**config.mk**
```make
export PLATFORM = sky130hd
export DESIGN_NAME = dual_sync_fixed_length_framer_unit
export DESIGN_NICKNAME = d
export VERILOG_FILES = /design/src/hdl/dsfl_pkg.sv /design/src/hdl/dsfl_cfg_regs.sv /design/src/hdl/dsfl_framer.sv /design/src/hdl/dual_sync_fixed_length_framer_unit.sv
export SDC_FILE = /design/constraint.sdc
export NUM_CORES = 1
export LEC_CHECK = 0
export ABC_CLOCK_PERIOD_IN_PS = 5600
export BUFFER_PORTS_ARGS = -buffer_cell sky130_fd_sc_hd__buf_2
export CAP_MARGIN = 20
export CORE_MARGIN = 8
export CORE_UTILIZATION = 38
export DETAILED_ROUTE_END_ITERATION = 10
export PLACE_DENSITY = 0.61
export SLEW_MARGIN = 25
export SYNTH_ARGS = -nofsm -noshare
export SYNTH_HDL_FRONTEND = slang
export SYNTH_HIERARCHICAL = 1
export SYNTH_SLANG_ARGS = --single-unit
export TNS_END_PERCENT = 100
```
**constraint.sdc**
```tcl
create_clock -name clk -period 5.6 [get_ports clk]
set_input_delay 0 -clock clk [delete_from_list [all_inputs] [get_ports clk]]
set_output_delay 0 -clock clk [all_outputs]
set_load 0.1 [all_outputs]
```
**src/hdl/dsfl_pkg.sv**
```systemverilog
package dsfl_pkg;

  // Frame length cap, default for the top-level parameter (range 3..255)
  localparam int unsigned MAX_FRAME_LEN_DEF = 128;

  localparam int unsigned BYTE_W   = 8;
  localparam int unsigned CFG_IDX_W = 3;

  // Result status codes
  typedef enum logic [2:0] {
    ST_IDLE     = 3'd0,
    ST_START    = 3'd1,
    ST_PROGRESS = 3'd2,
    ST_DONE     = 3'd3,
    ST_OVERFLOW = 3'd4,
    ST_BADHDR   = 3'd5
  } status_t;

  // Configuration register indexes
  localparam logic [CFG_IDX_W-1:0] REG_A_SYNC_FIRST  = 3'd0;
  localparam logic [CFG_IDX_W-1:0] REG_A_SYNC_SECOND = 3'd1;
  localparam logic [CFG_IDX_W-1:0] REG_B_SYNC_FIRST  = 3'd2;
  localparam logic [CFG_IDX_W-1:0] REG_B_SYNC_SECOND = 3'd3;
  localparam logic [CFG_IDX_W-1:0] REG_A_LENGTH      = 3'd4;
  localparam logic [CFG_IDX_W-1:0] REG_B_LENGTH      = 3'd5;

  // Current register contents, handed to the framer
  typedef struct packed {
    logic [BYTE_W-1:0] kind_a_sync_first;
    logic [BYTE_W-1:0] kind_a_sync_second;
    logic [BYTE_W-1:0] kind_b_sync_first;
    logic [BYTE_W-1:0] kind_b_sync_second;
    logic [BYTE_W-1:0] kind_a_length;
    logic [BYTE_W-1:0] kind_b_length;
  } cfg_t;

  // One result word
  typedef struct packed {
    status_t           status;
    logic              frame_kind;
    logic [BYTE_W-1:0] byte_position;
    logic [BYTE_W-1:0] echo_byte;
    logic              kind_a_ready;
    logic              kind_b_ready;
  } result_t;

endpackage

```
**src/hdl/dsfl_cfg_regs.sv**
```systemverilog
module dsfl_cfg_regs (
  input  logic                          clk,
  input  logic                          rst,
  input  logic                          cfg_we,
  input  logic [dsfl_pkg::CFG_IDX_W-1:0] cfg_index,
  input  logic [dsfl_pkg::BYTE_W-1:0]   cfg_wdata,
  output dsfl_pkg::cfg_t                cfg
);
  import dsfl_pkg::*;

  // Register file, written by index; unknown indexes are dropped
  always_ff @(posedge clk) begin
    if (rst) begin
      cfg.kind_a_sync_first  <= 8'd170;
      cfg.kind_a_sync_second <= 8'd68;
      cfg.kind_b_sync_first  <= 8'd85;
      cfg.kind_b_sync_second <= 8'd73;
      cfg.kind_a_length      <= 8'd64;
      cfg.kind_b_length      <= 8'd32;
    end else if (cfg_we) begin
      case (cfg_index)
        REG_A_SYNC_FIRST:  cfg.kind_a_sync_first  <= cfg_wdata;
        REG_A_SYNC_SECOND: cfg.kind_a_sync_second <= cfg_wdata;
        REG_B_SYNC_FIRST:  cfg.kind_b_sync_first  <= cfg_wdata;
        REG_B_SYNC_SECOND: cfg.kind_b_sync_second <= cfg_wdata;
        REG_A_LENGTH:      cfg.kind_a_length      <= cfg_wdata;
        REG_B_LENGTH:      cfg.kind_b_length      <= cfg_wdata;
        default: ;
      endcase
    end
  end

endmodule

```
**src/hdl/dsfl_framer.sv**
```systemverilog
module dsfl_framer #(
  parameter int unsigned MAX_FRAME_LEN = dsfl_pkg::MAX_FRAME_LEN_DEF
) (
  input  logic                        clk,
  input  logic                        rst,
  input  logic                        step,
  input  logic [dsfl_pkg::BYTE_W-1:0] rx_byte,
  input  dsfl_pkg::cfg_t              cfg,
  output dsfl_pkg::result_t           res,
  output logic                        in_frame
);
  import dsfl_pkg::*;

  localparam logic [BYTE_W-1:0] MAX_LEN = BYTE_W'(MAX_FRAME_LEN);

  logic [BYTE_W-1:0] byte_count, byte_count_next;
  logic [BYTE_W-1:0] header_first, header_first_next;
  logic [BYTE_W-1:0] header_second, header_second_next;
  logic              in_frame_next;

  logic [BYTE_W-1:0] cnt_inc;
  logic [BYTE_W-1:0] hdr2;
  logic              match_a, match_b, at_cap, is_start;

  // Header check sees the second byte as it is being stored
  assign cnt_inc  = byte_count + 8'd1;
  assign hdr2     = (byte_count == 8'd1) ? rx_byte : header_second;
  assign match_a  = (header_first == cfg.kind_a_sync_first) &&
                    (hdr2 == cfg.kind_a_sync_second);
  assign match_b  = (header_first == cfg.kind_b_sync_first) &&
                    (hdr2 == cfg.kind_b_sync_second);
  assign at_cap   = (byte_count >= MAX_LEN);
  assign is_start = (rx_byte == cfg.kind_a_sync_first) ||
                    (rx_byte == cfg.kind_b_sync_first);

  // Result and next state for the current word
  always_comb begin
    res                = '0;
    res.status         = ST_IDLE;
    res.echo_byte      = rx_byte;
    in_frame_next      = in_frame;
    byte_count_next    = byte_count;
    header_first_next  = header_first;
    header_second_next = hdr2;
    if (!in_frame) begin
      header_second_next = header_second;
      if (is_start) begin
        res.status        = ST_START;
        in_frame_next     = 1'b1;
        header_first_next = rx_byte;
        byte_count_next   = 8'd1;
      end
    end else if (at_cap) begin
      // byte past the cap is dropped
      res.status         = ST_OVERFLOW;
      in_frame_next      = 1'b0;
      byte_count_next    = '0;
      header_second_next = header_second;
    end else begin
      res.byte_position = byte_count;
      byte_count_next   = cnt_inc;
      if (match_a) begin
        if (cnt_inc == cfg.kind_a_length) begin
          res.status       = ST_DONE;
          res.kind_a_ready = 1'b1;
          in_frame_next    = 1'b0;
        end else begin
          res.status = ST_PROGRESS;
        end
      end else if (match_b) begin
        res.frame_kind = 1'b1;
        if (cnt_inc == cfg.kind_b_length) begin
          res.status       = ST_DONE;
          res.kind_b_ready = 1'b1;
          in_frame_next    = 1'b0;
        end else begin
          res.status = ST_PROGRESS;
        end
      end else begin
        res.status      = ST_BADHDR;
        in_frame_next   = 1'b0;
        byte_count_next = '0;
      end
    end
  end

  // Frame control state
  always_ff @(posedge clk) begin
    if (rst) begin
      in_frame   <= 1'b0;
      byte_count <= '0;
    end else if (step) begin
      in_frame   <= in_frame_next;
      byte_count <= byte_count_next;
    end
  end

  // Header bytes, no reset needed
  always_ff @(posedge clk) begin
    if (step) begin
      header_first  <= header_first_next;
      header_second <= header_second_next;
    end
  end

endmodule

```
**src/hdl/dual_sync_fixed_length_framer_unit.sv**
```systemverilog
// Byte-stream framer for two fixed-length packet kinds, each named by a
// two-byte sync header. Every byte accepted on the slave side yields exactly
// one result word on the master side: a status code, the frame kind, the
// byte's position in the frame, the byte itself and a one-word completion
// pulse per kind. A word is taken into an input register, processed by the
// framer and held in an output register, so the unit sustains one byte per
// clock; tvalid rises once the word has moved from the input register to the
// output register. Throughput drops only while the output register is
// stalled by m_tready. Configuration writes take effect at once and belong
// while no word is in flight.
module dual_sync_fixed_length_framer_unit #(
  parameter int unsigned MAX_FRAME_LEN = dsfl_pkg::MAX_FRAME_LEN_DEF
) (
  input  logic                           clk,
  input  logic                           rst,
  // slave side; tdata: rx_byte[7:0]
  input  logic                           s_tvalid,
  output logic                           s_tready,
  input  logic [7:0]                     s_tdata,
  // master side; tdata: status[2:0], byte_position[10:3], echo_byte[18:11],
  // kind_a_ready[19], kind_b_ready[20], zero[23:21]
  output logic                           m_tvalid,
  input  logic                           m_tready,
  output logic [23:0]                    m_tdata,
  // tuser: frame_kind[0]
  output logic                           m_tuser,
  // configuration write port
  input  logic                           cfg_we,
  input  logic [dsfl_pkg::CFG_IDX_W-1:0] cfg_index,
  input  logic [dsfl_pkg::BYTE_W-1:0]    cfg_wdata
);
  import dsfl_pkg::*;

  cfg_t              cfg;
  result_t           res;
  result_t           out_res;
  logic              in_valid;
  logic [BYTE_W-1:0] in_byte;
  logic              out_valid;
  logic              advance;
  logic              in_frame;

  // Word moves from input to output register when the latter is free
  assign advance  = in_valid && (!out_valid || m_tready);
  assign s_tready = !in_valid || advance;

  dsfl_cfg_regs u_cfg (
    .clk       (clk),
    .rst       (rst),
    .cfg_we    (cfg_we),
    .cfg_index (cfg_index),
    .cfg_wdata (cfg_wdata),
    .cfg       (cfg)
  );

  dsfl_framer #(
    .MAX_FRAME_LEN (MAX_FRAME_LEN)
  ) u_framer (
    .clk      (clk),
    .rst      (rst),
    .step     (advance),
    .rx_byte  (in_byte),
    .cfg      (cfg),
    .res      (res),
    .in_frame (in_frame)
  );

  // Input register
  always_ff @(posedge clk) begin
    if (rst) begin
      in_valid <= 1'b0;
    end else if (s_tvalid && s_tready) begin
      in_valid <= 1'b1;
    end else if (advance) begin
      in_valid <= 1'b0;
    end
  end

  always_ff @(posedge clk) begin
    if (s_tvalid && s_tready) begin
      in_byte <= s_tdata;
    end
  end

  // Output register
  always_ff @(posedge clk) begin
    if (rst) begin
      out_valid <= 1'b0;
    end else if (advance) begin
      out_valid <= 1'b1;
    end else if (m_tready) begin
      out_valid <= 1'b0;
    end
  end

  always_ff @(posedge clk) begin
    if (advance) begin
      out_res <= res;
    end
  end

  assign m_tvalid = out_valid;
  assign m_tuser  = out_res.frame_kind;
  assign m_tdata  = {3'b000, out_res.kind_b_ready, out_res.kind_a_ready,
                     out_res.echo_byte, out_res.byte_position, out_res.status};

  // At most one kind completes per word
  a_one_ready: assert property (@(posedge clk) disable iff (rst)
    m_tvalid |-> !(out_res.kind_a_ready && out_res.kind_b_ready))
    else $error("both completion pulses set");

  // Completion pulse only with done status
  a_ready_done: assert property (@(posedge clk) disable iff (rst)
    (m_tvalid && (out_res.kind_a_ready || out_res.kind_b_ready))
      |-> (out_res.status == ST_DONE))
    else $error("completion pulse without done status");

  // Kind B reported only inside a matched frame
  a_kind_b: assert property (@(posedge clk) disable iff (rst)
    (m_tvalid && out_res.frame_kind)
      |-> (out_res.status == ST_PROGRESS || out_res.status == ST_DONE))
    else $error("kind B flagged outside a matched frame");

  // A finished, overflowed or rejected frame leaves the framer idle
  a_frame_end: assert property (@(posedge clk) disable iff (rst)
    (advance && (res.status == ST_DONE || res.status == ST_OVERFLOW ||
                 res.status == ST_BADHDR)) |=> !in_frame)
    else $error("framer still in frame after frame end");

endmodule
```
Yosys cells after proc, flatten, opt, wreduce, memory -nomap -nowiden
Cells that the tools add are included.
Widths: inputs -> output; s select.
{ "op_classes": {"n_mux": 27, "n_reduce_logical": 26, "addsub": 1, "n_eq_ne": 14, "magnitude_cmp": 1, "bitwise_logic": 4} }
{ "ops": {"columns": ["op", "n"], "rows": [
  ["$eq 8x8->1", 8],
  ["$mux 8", 6],
  ["$mux 1", 17],
  ["$reduce_and 2->1", 7],
  ["$mux 3", 4],
  ["$add 8x1->8 const B", 1],
  ["$eq 8x1->1 const B", 1],
  ["$ge 8x8->1 const B", 1],
  ["$eq 3x2->1 const B", 2],
  ["$eq 3x3->1 const B", 2],
  ["$reduce_and 3->1", 2],
  ["$reduce_bool 2->1", 3],
  ["$reduce_or 3->1", 2],
  ["$logic_and 1x1->1", 4],
  ["$not 1->1", 4],
  ["$reduce_or 4->1", 1],
  ["$eq 3x1->1 const B", 1],
  ["$logic_not 3->1", 1],
  ["$logic_or 1x1->1", 3],
  ["$logic_not 1->1", 2],
  ["$reduce_or 2->1", 1]
]} }
{ "totals": {"out_inout_bits": 27, "input_bits": 24, "word_cells": 92, "reg_bits": 105} }

Depth between registers and ports, before layout
{ "logic_depth": {"depth_word": 8, "mapped_depth": 11, "ltp_nobuf": 9} }

Cells and area by module
Netlist, hierarchy kept.
{ "modules_own_cells": {"columns": ["module", "n_inst", "seq_area_each_um2", "cells_per_inst", "area_per_inst_um2"], "rows": [
  ["dsfl_framer", 1, 660.6, 273, 2514.9],
  ["dsfl_cfg_regs", 1, 960.9, 187, 1985.7],
  ["dual_sync_fixed_length_framer_unit", 1, 940.9, 44, 1031.0]
]} }

Worst setup path after synthesis
No wires, ideal clock.
{ "synth_path": {"path_type": "reg-to-reg", "from": "reg u_framer.byte_count[1]", "to": "reg out_res (netlist bit m_tdata[2]) (data pin)", "synth_period_minus_slack_ns": 2.468, "path_stages_with_launch": 11, "setup_ns": 0.254, "arrival_time_ns": 2.213, "slack_ns": 3.132, "required_time_ns": 5.346, "cell_sequence": "dfxtp_1 > inv_1 > ha_1 > or4b_4 > nor2_8 > or4_1 > a211oi_1 > and2_2 > buf_4 > nor2_1 > o21a_1"} }
{ "synth_rtl": {"columns": ["item", "line_no", "source"], "rows": [
  ["start, declared", "dsfl_framer.sv:16", "logic [BYTE_W-1:0] byte_count, byte_count_next;"],
  ["start signal, assigned", "dsfl_framer.sv:94", "byte_count <= byte_count_next;"],
  ["end signal, assigned", "dual_sync_fixed_length_framer_unit.sv:98", "out_res <= res;"],
  ["end, declared", "dual_sync_fixed_length_framer_unit.sv:36", "result_t out_res;"]
]} }

==> flow_results.xml <==
<?xml version="1.0" encoding="UTF-8"?>
<metrics>
  <group name="status">
    <metric name="run_status" unit="">completed</metric>
  </group>
  <group name="die">
    <metric name="die_w" unit="um">137</metric>
    <metric name="core_area" unit="um2">14400</metric>
    <metric name="fp.dieH" unit="um">137</metric>
    <metric name="number_of_i_o_pins" unit="">51</metric>
    <metric name="initial_utilization" unit="%">38.5</metric>
    <metric name="core.rowCount" unit="">44</metric>
    <metric name="design.die.area" unit="um2">18700</metric>
  </group>
  <group name="final_layout">
    <metric name="layout-drive-gt1-share" unit="%">16.4</metric>
    <metric name="final.fill_count" unit="">1333</metric>
    <metric name="area_growth_syn_to_layout" unit="%">12.4</metric>
    <metric name="nNetsFinal" unit="">565</metric>
    <metric name="antenna_cells" unit="">0</metric>
  </group>
  <group name="clock_network">
    <metric name="worstSkewPairLatency" unit="ps">340</metric>
    <metric name="cts_tree" unit="">built</metric>
    <metric name="max-clock-path-buffers" unit="">2</metric>
    <metric name="cts-root-buf" unit="">clkbuf_16</metric>
    <metric name="numCtsBuffers" unit="">9</metric>
    <metric name="cts.sink_count" unit="">105</metric>
    <metric name="post-cts-setup-buffer-count" unit="">0</metric>
    <metric name="worst_setup_hold_path_clk_slew" unit="ps">70</metric>
    <metric name="h-tree-depth" unit="">3</metric>
    <metric name="post_cts.resized_instances" unit="">0</metric>
  </group>
  <group name="routing">
    <metric name="vias_per_cell" unit="">4.98</metric>
    <metric name="routed_length_on_met2" unit="um">5710</metric>
    <metric name="drtPass1Iterations" unit="">4</metric>
    <metric name="topRoutingLayerUsed" unit="">met4</metric>
    <metric name="first_iter_violations" unit="">326</metric>
    <metric name="detailroute.wirelength.met3" unit="um">626</metric>
    <metric name="wirelength_met1" unit="um">6180</metric>
    <metric name="routedWlPerCell" unit="um">17.4</metric>
    <metric name="routed_wirelength" unit="um">12700</metric>
    <metric name="antenna_violation_net_count_after_detailed_routing" unit="">0</metric>
    <metric name="vias" unit="">3622</metric>
    <metric name="post-route-drc-count" unit="">0</metric>
  </group>
  <group name="worst_hold_path">
    <metric name="worstHoldPathType" unit="">in2reg</metric>
  </group>
  <group name="setup_path">
    <metric name="critPathCaptureType" unit="">flip-flop</metric>
    <metric name="setup.worst_path.start_class" unit="">flip-flop</metric>
    <metric name="cp.arrival" unit="ps">2980</metric>
    <metric name="timing.setup.critical_path_class" unit="">reg2reg</metric>
    <metric name="worst_ep_required_time" unit="ps">5700</metric>
    <metric name="critPathMaxFanout" unit="">13</metric>
  </group>
  <group name="yosys">
    <metric name="syn_avg_cell_area" unit="um2">11.0</metric>
    <metric name="yosys_warnings" unit="">6</metric>
    <metric name="synthDominantCellAreaShare" unit="%">25.0</metric>
    <metric name="synthesis.area" unit="um2">5530</metric>
    <metric name="synth.lib_cells_used.distinct" unit="">66</metric>
    <metric name="post_synth_main_area_contributors" unit="">edfxtp_1, dfxtp_1, mux2i_1</metric>
    <metric name="synthArstFlopShare" unit="%">0</metric>
    <metric name="synthesis.instances" unit="">504</metric>
    <metric name="synth_edf_count" unit="">46</metric>
    <metric name="synth_sequential_area_ratio" unit="%">46.3</metric>
    <metric name="synth_top_flop_cell" unit="">dfxtp_1</metric>
    <metric name="cell_type_with_the_highest_aggregate_area_in_the_netlist" unit="">edfxtp_1</metric>
    <metric name="ys_seq_elements" unit="">105</metric>
  </group>
  <group name="global_routing">
    <metric name="grt_pass1_vias" unit="">3672</metric>
    <metric name="globalRouteOverflowTotal" unit="">0</metric>
    <metric name="grt_max_degree" unit="">77</metric>
    <metric name="initial_antenna_violation_count" unit="">0</metric>
    <metric name="grt_pass1_wl" unit="um">20100</metric>
    <metric name="aggregate_global_route_resource_usage" unit="%">14.0</metric>
  </group>
  <group name="power">
    <metric name="cellLeakagePower" unit="nW">2.49</metric>
    <metric name="power.internal" unit="mW">1.26</metric>
    <metric name="power_switching_share" unit="%">24.6</metric>
    <metric name="report.power.total" unit="mW">1.67</metric>
    <metric name="total_switching_power" unit="mW">0.411</metric>
    <metric name="ir_worst_vdd" unit="V">0.000130</metric>
    <metric name="power.clock.fraction" unit="%">40.0</metric>
    <metric name="pwr_dens" unit="nW/um2">268</metric>
    <metric name="power.share.combinational" unit="%">9.7</metric>
    <metric name="seq_power_share" unit="%">50.3</metric>
  </group>
  <group name="place">
    <metric name="dp.final_hpwl" unit="um">9280</metric>
    <metric name="numPortBuffers" unit="">47</metric>
    <metric name="place.gp.congestion" unit="">0.892</metric>
  </group>
  <group name="sta">
    <metric name="clock_skew" unit="ps">10.4</metric>
    <metric name="maxSlewViolCount" unit="">0</metric>
    <metric name="fin_hold_ws" unit="ps">9.70</metric>
    <metric name="slew_at_the_pin_closest_to_its_max_slew_limit" unit="ps">707</metric>
    <metric name="maxClockFrequency" unit="GHz">0.347</metric>
    <metric name="grt_setup_unrepaired" unit="">no</metric>
    <metric name="min_cycle_time_layout" unit="ps">2880</metric>
    <metric name="setup_viol_count_final" unit="">0</metric>
    <metric name="relSlewSlack" unit="%">52.9</metric>
    <metric name="layout_worst_path_cycle_share" unit="%">51.4</metric>
    <metric name="finalHoldViolations" unit="">0</metric>
    <metric name="setup_tns" unit="ps">0</metric>
  </group>
  <group name="run">
    <metric name="drv_cap" unit="">0</metric>
  </group>
</metrics>
[sequential cells by signal (all words and copies together) (netlist names)]
name,count
u_framer/in_frame,1
m_tdata,21
in_byte,8
u_framer/header_second,8
u_cfg/cfg,48
m_tuser,1
u_framer/byte_count,8
u_framer/header_first,8
m_tvalid,1
in_valid,1
[stage by stage]
step | instance area [um2] | setup WS (ps) | util, % | instances
2_1_floorplan | 5540 | 3130 | - | 506
3_3_place_gp | 5710 | 2780 | 39.7 | 693
3_5_place_dp | 5710 | 2720 | 39.7 | 693
4_1_cts | 6220 | 2720 | 43.3 | 727
5_1_grt | 6220 | 2530 | 43.3 | 727
6_report | 6220 | 2720 | 43.3 | 727
[cell usage after synthesis, types with 10 or more instances]
cell type	count
clkbuf_1	14
inv_1	17
nor2_1	28
nand2_1	23
a21oi_1	10
nand2b_1	43
buf_4	17
xor2_1	24
edfxtp_1	46
dfxtp_1	59
xnor2_1	42
mux2i_1	51
[cell usage in the layout, fill, tap and decap left out, types with 6 or more instances in the layout]
cell	count
dfxtp_1	59
mux2i_1	51
edfxtp_1	46
buf_2	46
nand2b_1	43
xnor2_1	42
nor2_1	28
xor2_1	24
nand2_1	23
dlygate4sd3_1	18
inv_1	17
a21oi_1	10
clkbuf_16	9
nor2b_1	8
nand3_1	8
o211ai_1	8
nand4_1	8
and2_1	6
[final cells by class]
| cell class | instances | area (um2) | area share, % |
|---|---|---|---|
| clock buffers | 12 | 267 | 4.29 |
| clock inverters | 4 | 58.8 | 0.946 |
| flip-flops and latches | 105 | 2560 | 41.2 |
| well taps | 184 | 230 | 3.70 |
| inverters | 17 | 63.8 | 1.03 |
| repair buffers | 66 | 425 | 6.84 |
| multi-input cells | 339 | 2610 | 42.0 |
[routing by layer]
layer  GRT usage, %  up-vias
li1               -     1791
met1           19.3     1754
met2           21.3       68
met3           2.53        9
met4           5.61        0
met5              0        -
[path summary, 6_finish.rpt]
| path | from | endpoint | slack (ps) | depth (start not counted) |
|---|---|---|---|---|
| max | u_framer/byte_count[0]$_SDFFE_PP0P_ | m_tdata[0]$_DFFE_PP_ | 2720 | 8 |
| min | cfg_wdata[6] | u_cfg/cfg[46]$_SDFFE_PP0P_ | 10 | 3 |
| max reg2reg | u_framer/byte_count[0]$_SDFFE_PP0P_ | m_tdata[0]$_DFFE_PP_ | 2720 | 8 |
| min reg2reg | u_cfg/cfg[4]$_SDFFE_PP0P_ | u_cfg/cfg[4]$_SDFFE_PP0P_ | 490 | 2 |
[cells by family (layout without fill, tap and decap cells)]
family          count (synthesis)  count (layout)  share of synthesized area (%)
flops                         105             105                           46.3
xor+xnor                       71              71                           12.6
compound gates                 45              45                           5.99
simple gates                  165             165                           18.4
other cells                     2               4                          0.136
buf+inv                        62              99                           6.60
fa+ha+maj                       3               3                          0.679
mux                            51              51                           9.23
[critical path, cell delays in order (launching register included)]
cell and delay, ps:
dfxtp_1 510, ha_1 220, nor4b_4 250, nand2_2 250, a2111o_1 440, a211oi_1 280, nand3_1 140, o31a_1 350
a21o_1 200
[power by group through the flow]
stage / clock network [mW] / registers [mW] / logic, mW
global route: 0.710 / 0.841 / 0.172
global placement: 0 / 0.856 / 0.151
finish: 0.667 / 0.839 / 0.162
detailed placement: 0 / 0.857 / 0.153
CTS: 0.685 / 0.839 / 0.163
floorplan: 0 / 0.898 / 0.0846
[repair_timing]
action,CTS,global route
endpoints found under the hold margin,21,0
setup endpoints to repair,0,0
hold buffers,18,0
(Power assumes the default switching activity.)
